## src/rtl/core/bta_pkg.sv

```systemverilog
// Shared types, constants and shading functions for the bitmap to ASCII shader.
// No dependencies; every other file in rtl/core uses this package.
`default_nettype none

package bta_pkg;

   // Largest source bitmap the pixel store can hold
   localparam int MAX_SRC_WIDTH  = 64;
   localparam int MAX_SRC_HEIGHT = 64;

   localparam int MAX_DIM = (MAX_SRC_WIDTH > MAX_SRC_HEIGHT) ? MAX_SRC_WIDTH : MAX_SRC_HEIGHT;
   localparam int STORE_DEPTH = MAX_SRC_WIDTH * MAX_SRC_HEIGHT;

   // Widths of the fixed register and payload fields
   localparam int SRC_CSR_W = 7;
   localparam int DST_CSR_W = 8;
   localparam int POS_W     = 8;
   localparam int CHAN_W    = 8;
   localparam int GLYPH_W   = 7;
   localparam int CSR_IDX_W = 2;
   localparam int CSR_DATA_W = 8;

   // Derived widths
   localparam int SZ_W   = ($clog2(MAX_DIM + 1) > SRC_CSR_W) ? $clog2(MAX_DIM + 1) : SRC_CSR_W;
   localparam int PROD_W = POS_W + SZ_W;
   localparam int QW     = ($clog2(MAX_DIM) > 1) ? $clog2(MAX_DIM) : 1;
   localparam int CNT_W  = $clog2(QW + 1);
   localparam int XW     = ($clog2(MAX_SRC_WIDTH) > 1) ? $clog2(MAX_SRC_WIDTH) : 1;
   localparam int YW     = ($clog2(MAX_SRC_HEIGHT) > 1) ? $clog2(MAX_SRC_HEIGHT) : 1;
   localparam int ADDR_W = ($clog2(STORE_DEPTH) > 1) ? $clog2(STORE_DEPTH) : 1;
   localparam int SUM_W  = CHAN_W + 2;
   localparam int SCALED_W = SUM_W + 4;

   // Reset values of the size registers
   localparam logic [SRC_CSR_W-1:0] SRC_WIDTH_RST  = 7'd64;
   localparam logic [SRC_CSR_W-1:0] SRC_HEIGHT_RST = 7'd64;
   localparam logic [DST_CSR_W-1:0] DST_WIDTH_RST  = 8'd80;
   localparam logic [DST_CSR_W-1:0] DST_HEIGHT_RST = 8'd24;

   localparam logic [GLYPH_W-1:0] SPACE_CODE = 7'h20;

   typedef enum logic {
      OP_WRITE  = 1'b0,
      OP_RENDER = 1'b1
   } op_type;

   typedef enum logic [CSR_IDX_W-1:0] {
      CSR_SRC_WIDTH  = 2'd0,
      CSR_SRC_HEIGHT = 2'd1,
      CSR_DST_WIDTH  = 2'd2,
      CSR_DST_HEIGHT = 2'd3
   } csr_type;

   typedef enum logic [2:0] {
      ST_IDLE,
      ST_LOAD_X,
      ST_DIV_X,
      ST_LOAD_Y,
      ST_DIV_Y,
      ST_READ,
      ST_SHADE,
      ST_DONE
   } state_type;

   typedef struct packed {
      logic              see_through;
      logic [CHAN_W-1:0] red;
      logic [CHAN_W-1:0] green;
      logic [CHAN_W-1:0] blue;
   } pixel_type;

   typedef struct packed {
      logic start;
   } div_ctl_type;

   typedef struct packed {
      logic busy;
      logic done;
   } div_stat_type;

   // Saturate a source size register to 1..lim
   function automatic logic [SZ_W-1:0] clamp_size(logic [SRC_CSR_W-1:0] v,
                                                  logic [SZ_W-1:0] lim);
      logic [SZ_W-1:0] ext;
      ext = SZ_W'(v);
      if (ext == '0) begin
         return SZ_W'(1);
      end else if (ext > lim) begin
         return lim;
      end
      return ext;
   endfunction

   // Map an opaque pixel's channel sum onto the ten-step brightness ramp " .:-=+*#%@"
   function automatic logic [GLYPH_W-1:0] shade_glyph(logic [SUM_W-1:0] sum);
      logic [SCALED_W-1:0] scaled;
      logic [3:0]          idx;
      logic [GLYPH_W-1:0]  code;
      scaled = SCALED_W'(sum) * SCALED_W'(10);
      idx = 4'd0;
      // count the ramp thresholds the scaled sum reaches
      for (int k = 1; k <= 9; k++) begin
         if (scaled >= SCALED_W'(768 * k)) begin
            idx = idx + 4'd1;
         end
      end
      unique case (idx)
         4'd0:    code = 7'h20;
         4'd1:    code = 7'h2E;
         4'd2:    code = 7'h3A;
         4'd3:    code = 7'h2D;
         4'd4:    code = 7'h3D;
         4'd5:    code = 7'h2B;
         4'd6:    code = 7'h2A;
         4'd7:    code = 7'h23;
         4'd8:    code = 7'h25;
         4'd9:    code = 7'h40;
         default: code = 7'h20;
      endcase
      return code;
   endfunction

endpackage

`default_nettype wire

```

## src/rtl/core/bta_div.sv

```systemverilog
// Restoring divider, one quotient bit per cycle, shared by both scaling divisions.
// Depends on bta_pkg for widths and the control and status structs.
`default_nettype none

module bta_div (
   input  wire logic                           clock,
   input  wire logic                           reset,
   input  wire bta_pkg::div_ctl_type           ctl,
   input  wire logic [bta_pkg::PROD_W-1:0]     dividend,
   input  wire logic [bta_pkg::DST_CSR_W-1:0]  divisor,
   output bta_pkg::div_stat_type               stat,
   output logic [bta_pkg::QW-1:0]              quotient
);

   logic                            run_ff, run_in;
   logic [bta_pkg::CNT_W-1:0]       cnt_ff, cnt_in;
   logic [bta_pkg::DST_CSR_W-1:0]   rem_ff, rem_in;
   logic [bta_pkg::DST_CSR_W-1:0]   dvs_ff, dvs_in;
   logic [bta_pkg::QW-1:0]          low_ff, low_in;
   logic [bta_pkg::QW-1:0]          quo_ff, quo_in;
   logic [bta_pkg::DST_CSR_W:0]     trial;
   logic [bta_pkg::DST_CSR_W:0]     diff;
   logic                            ge;
   logic                            done;

   // the quotient is known to fit QW bits, so the dividend bits above QW
   // form a partial remainder that is already below the divisor
   assign trial = {rem_ff, low_ff[bta_pkg::QW-1]};
   assign diff  = trial - {1'b0, dvs_ff};
   assign ge    = (trial >= {1'b0, dvs_ff});
   assign done  = run_ff && (cnt_ff == '0);

   always_comb begin
      run_in = run_ff;
      cnt_in = cnt_ff;
      rem_in = rem_ff;
      dvs_in = dvs_ff;
      low_in = low_ff;
      quo_in = quo_ff;
      if (ctl.start) begin
         run_in = 1'b1;
         cnt_in = bta_pkg::CNT_W'(bta_pkg::QW);
         rem_in = dividend[bta_pkg::QW +: bta_pkg::DST_CSR_W];
         low_in = dividend[bta_pkg::QW-1:0];
         dvs_in = divisor;
         quo_in = '0;
      end else if (done) begin
         run_in = 1'b0;
      end else if (run_ff) begin
         cnt_in = cnt_ff - bta_pkg::CNT_W'(1);
         rem_in = ge ? diff[bta_pkg::DST_CSR_W-1:0] : trial[bta_pkg::DST_CSR_W-1:0];
         low_in = low_ff << 1;
         quo_in = (quo_ff << 1) | bta_pkg::QW'(ge);
      end
   end

   always_ff @(posedge clock) begin
      if (reset) begin
         run_ff <= 1'b0;
         cnt_ff <= '0;
      end else begin
         run_ff <= run_in;
         cnt_ff <= cnt_in;
      end
   end

   always_ff @(posedge clock) begin
      rem_ff <= rem_in;
      dvs_ff <= dvs_in;
      low_ff <= low_in;
      quo_ff <= quo_in;
   end

   assign stat.busy = run_ff;
   assign stat.done = done;
   assign quotient  = quo_ff;

endmodule

`default_nettype wire

```

## config.mk

```make
export PLATFORM = sky130hd
export DESIGN_NAME = bta_div
export DESIGN_NICKNAME = d
export VERILOG_FILES = /design/src/rtl/core/bta_pkg.sv /design/src/rtl/core/bta_div.sv
export SDC_FILE = /design/constraint.sdc
export NUM_CORES = 1
export LEC_CHECK = 0
export ABC_AREA = 1
export BUFFER_PORTS_ARGS = -buffer_cell sky130_fd_sc_hd__buf_2
export CORE_MARGIN = 3
export CORE_UTILIZATION = 59
export CTS_CLUSTER_SIZE = 24
export DETAILED_ROUTE_END_ITERATION = 12
export PLACE_DENSITY = 0.84
export SYNTH_ARGS = -nofsm -noshare
export SYNTH_HDL_FRONTEND = slang
export SYNTH_SLANG_ARGS = --single-unit
export TNS_END_PERCENT = 1
```

## constraint.sdc

```tcl
create_clock -name clock -period 3.4 [get_ports clock]
set_input_delay 0.68 -clock clock [delete_from_list [all_inputs] [get_ports clock]]
set_output_delay 0.68 -clock clock [all_outputs]
set_load 0.02 [all_outputs]
```

After elaboration in Yosys (flattened, before gate mapping). Index checks and enable logic that the tools add are counted. Widths: inputs -> output; s select.

Bits in writable memories: 0. Logic and storage cells: 32. Input bits: 26. Output and inout bits: 8. Memories: 0. Bits in latches: 0. Bits in read-only memories: 0. Register bits after elaboration: 32.

Multipliers: 0. Div/mod/pow operators: 0. Eq/ne operators: 1. Bitwise operators: 2. Add/subtract/negate cells: 2. Muxes and demuxes: 12. Shift operators: 0. Order comparisons: 1. Reduce and logical (&&, ||, !) cells: 7.

Operator list (count): $mux 8 (4); $mux 6 (3); $ge 9x8->1 (1); $mux 3 (3); $sub 8x8->8 (1); $or 6x1->6 (1); $reduce_and 2->1 (2); $reduce_bool 2->1 (2); $logic_not 3->1 (1); $sub 3x1->3 const B (1); $mux 1 (2); $ne 2x2->1 const B (1); $reduce_or 2->1 (1); $logic_and 1x1->1 (1); $not 1->1 (1).

Logic depth before layout (Yosys ltp).
Depth after elaboration: 5. Depth in mapped cells: 12. Gate-level depth less buffers: 12.

Worst setup path after synthesis. No wires, ideal clock.

Path kind: flip-flop to flip-flop. From: reg cnt_ff[0] (netlist bit). To: reg low_ff[0] (netlist bit), enable pin. Slack: 1.677 ns. Cell stages (with the launch flop): 7. Path buffers: 0. Arrival time: 1.351 ns. Required time: 3.028 ns. Period minus slack after synthesis: 1.723 ns. Library setup time: 0.372 ns. Cells stage by stage: dfxtp_1 > inv_1 > ha_1 > ha_1 > nor2_1 > nor2_1 > inv_1.

Word-level cells in the longest chain between the ends: 4.

Ends and longest elaborated chain: start: declaration (line bta_div.sv:16) `logic [bta_pkg::CNT_W-1:0] cnt_ff, cnt_in;`; start signal: assignment (line bta_div.sv:63) `cnt_ff <= cnt_in;`; $logic_not 3->1 (line bta_div.sv:31) `assign done = run_ff && (cnt_ff == '0);`; $logic_and 1x1->1 (line bta_div.sv:31); $ne 2x2->1 (no line); $reduce_and 2->1 (no line); end signal: assignment (line bta_div.sv:70) `low_ff <= low_in;`; end: declaration (line bta_div.sv:19) `logic [bta_pkg::QW-1:0] low_ff, low_in;`.

Every way passes these cells. A chain may end at the register's enable or synchronous reset.

==> run_results.csv <==
group,metric,value,unit
final_layout,most_frequent_standard_cell_in_the_layout_excluding_fill_and_tap_cells,"sky130_fd_sc_hd__nand2_1",
route,drt-initial-drc-count,68,
floorplanning,die_h,61.3,microns
timing,max_slew.worst_pin.slew,0.665,ns
cts,cts_htree_levels,2,
cts,number_of_cts_inserted_buffers,5,
synthesis,netlist_area,1810,sq um
route,route.antenna.remaining_nets,0,
critical_path,crit_path_max_incr_delay,0.34,ns
final_layout,insertedDiodeCount,0,
route,drc_errors,0,
grt,gr-usage-all-layers,21.5,%
flow_run,max-cap-violations,0,
grt,grt_busiest_layer,"met2",
route,wl_per_cell,12.7,microns
critical_path,critical_path.slowest_cell,"sky130_fd_sc_hd__dfxtp_1",
synthesis,synth_area_per_cell,8.36,sq um
synthesis,syn-num-nets,253,
placed_design,gpl.final_weighted_congestion,0.840,
pwr,total_leakage_power,1.06,nW
placed_design,placement.cell_area,1980,sq um
final_layout,fillerInstances,215,
cts,worst_setup_hold_path_clk_slew,0.09,ns
final_layout,num-nets-final,288,
grt,gr-usage-met2,38.8,%
timing,timing.final.hold_violations,0,
synthesis,number_of_instances_in_the_synthesized_netlist,216,
critical_path,timing.critical_path.cells,"inv_1, ha_1, ha_1, nand2_1, inv_1, buf_2",
timing,fin_hold_ws,0.482,ns
timing,fin_setup_tns,0,ns
synthesis,synth_warnings,0,
cts,cts_hold_repair.buffers,0,
pwr,worst_ir_drop_on_vdd,0.393,mV
cts,max-clock-path-buffers,2,
grt,grt_overflow,0,
critical_path,crit_fanout,2,
critical_path,timing.critical_path.from_type,"flip-flop",
critical_path,timing.critical_path.required,2.72,ns
placed_design,count_of_buffers_from_port_buffering,32,
cts,clock_latency_reported_for_the_late_side_of_the_worst_skew_pair,0.34,ns
floorplanning,design.core.area,2830,sq um
synthesis,yosys.cell_types.count,29,
final_layout,syn2layout_area_growth,13.8,%
placed_design,place_inst,275,
critical_path,crit_arrival,1.36,ns
grt,global_route_wire_length_before_repair,5730,microns
route,firstDrtPassIters,4,
outcome,status,"finished, final reports clean",
grt,number_of_global_route_vias_before_repair,1376,
timing,timing.fmax,491,MHz
timing,slew_headroom,55.6,%
grt,grtUsageMet3,4.61,%
cts,ctsResizeCount,0,
timing,timing.final.crit_period,2.04,ns
cts,cts_post_setup_buffers_inserted,0,
critical_path,worstSetupPathType,"reg2out",
cts,cts_sinks,32,
critical_path,ff2ff_setup_slack,1.37,ns
floorplanning,cell_rows,19,
timing,timing.final.setup_violations,0,
floorplanning,starting_density_of_the_core,63.9,%
synthesis,synth.yosys.seq_area_share,47.6,%
cts,cts_tree,"yes",
timing,timing.final.crit_share,60.0,%
critical_path,endpoint_kind,"primary output",
timing,finalMaxSlewViolations,0,
placed_design,dpl.hpwl,2680,microns
timing,fin_skew,0.0115,ns
route,vias_per_cell,5.18,
final_layout,finish.instance_area,2060,sq um
hold_path,hold_class,"reg2reg",
grt,grt_start_max_net_pins,26,
grt,use_met1,24.1,%
synthesis,postSynthRegisterBits,32,
route,number_of_vias_in_the_routed_layout,1465,
cts,cts.root.buffer_cell,"sky130_fd_sc_hd__clkbuf_4",
final_layout,most-common-layout-cells,"68 x sky130_fd_sc_hd__nand2_1, 41 x sky130_fd_sc_hd__inv_1, 32 x sky130_fd_sc_hd__buf_2",
floorplanning,die_x,61.3,microns
floorplanning,fp.dieArea,3760,sq um
floorplanning,ioPinCount,34,
final_layout,post_layout_nonfiller_instances,283,
pwr,power_density,528,nW/um^2
route,final_routed_wirelength,3590,microns
grt,antenna_found_initial,0,
final_layout,drive_gt1_share,20.2,%
timing,rsz0062_at_grt,"no",
-- metal layers --
metal | wire [microns] | up-vias
met3 | 166 | 10
met1 | 1510 | 655
met4 | 77 | 0
met2 | 1840 | 39
li1 | - | 761
met5 | 0 | -
-- kinds of logic after synthesis --
kind of cell	count (synthesis)	synth area share (%)
adders and majority gates	11	8.03
and+or+nand+nor	109	27.8
AOI/OAI and AO/OA	13	4.50
xor gates and xnor gates	3	1.45
DFF	32	47.6
buffers and inverters	48	10.5
-- critical path, delay by kind of cell (launching register included) --
kind | cells | cell delay, ns
fa+ha+maj | 2 | 0.39
flops | 1 | 0.34
buf+inv | 3 | 0.23
simple gates | 1 | 0.07
-- final timing paths --
check              start     endpoint  cells past startpoint
max            cnt_ff[0]      stat[0]                      6
min reg2reg  quotient[5]  quotient[5]                      2
min          quotient[5]  quotient[5]                      2
max reg2reg    cnt_ff[0]    low_ff[3]                      6
-- through the flow --
step | util, % | setup slack, ns | power (mW)
after floorplan | - | 1.68 | 0.752
after global placement | 70.1 | 1.46 | 0.816
after detailed placement | 70.1 | 1.38 | 0.835
after CTS | 72.7 | 1.34 | 1.09
after global routing | 72.7 | 1.19 | 1.16
final | 72.7 | 1.36 | 1.08
-- report_power, final --
part | internal, mW | leakage (nW) | switching (mW)
sequential | 0.466 | 0.301 | 0.0212
clock | 0.125 | 0.0404 | 0.129
combinational | 0.127 | 0.718 | 0.217
total | 0.717 | 1.06 | 0.367
-- state kept, by name, summed over array words and instances (netlist names) --
signal and cells:
low_ff 6, run_ff 1, quotient 6, cnt_ff 3
rem_ff 8, dvs_ff 8
-- cell usage after synthesis (all sizes together) --
master   n  area share, %
xor2     2           0.97
xnor2    1           0.48
nor3     1           0.55
fa       1            1.1
a21oi    5            1.6
a221oi   2           0.97
buf      4            1.4
nor4     1           0.35
ha      10            6.9
nand3b   1           0.42
nand4    2            1.0
edfxtp  22             37
inv     43            8.9
nor2    11            3.1
nand3   21            5.8
dfxtp   10             11
nand2   72             17
o22ai    4            1.4
o21ai    2           0.55
clkbuf   1           0.21
-- area by class of cell --
cell class | instances | area (sq um) | area share [%]
sequential | 32 | 861 | 41.9
multi-input combinational | 136 | 756 | 36.8
timing repair buffer | 33 | 168 | 8.16
inverter | 43 | 161 | 7.85
clock buffer | 7 | 66.3 | 3.23
tap | 31 | 38.8 | 1.89
clock inverter | 1 | 5.00 | 0.243
Note: power is estimated with default switching activity, not from simulation.
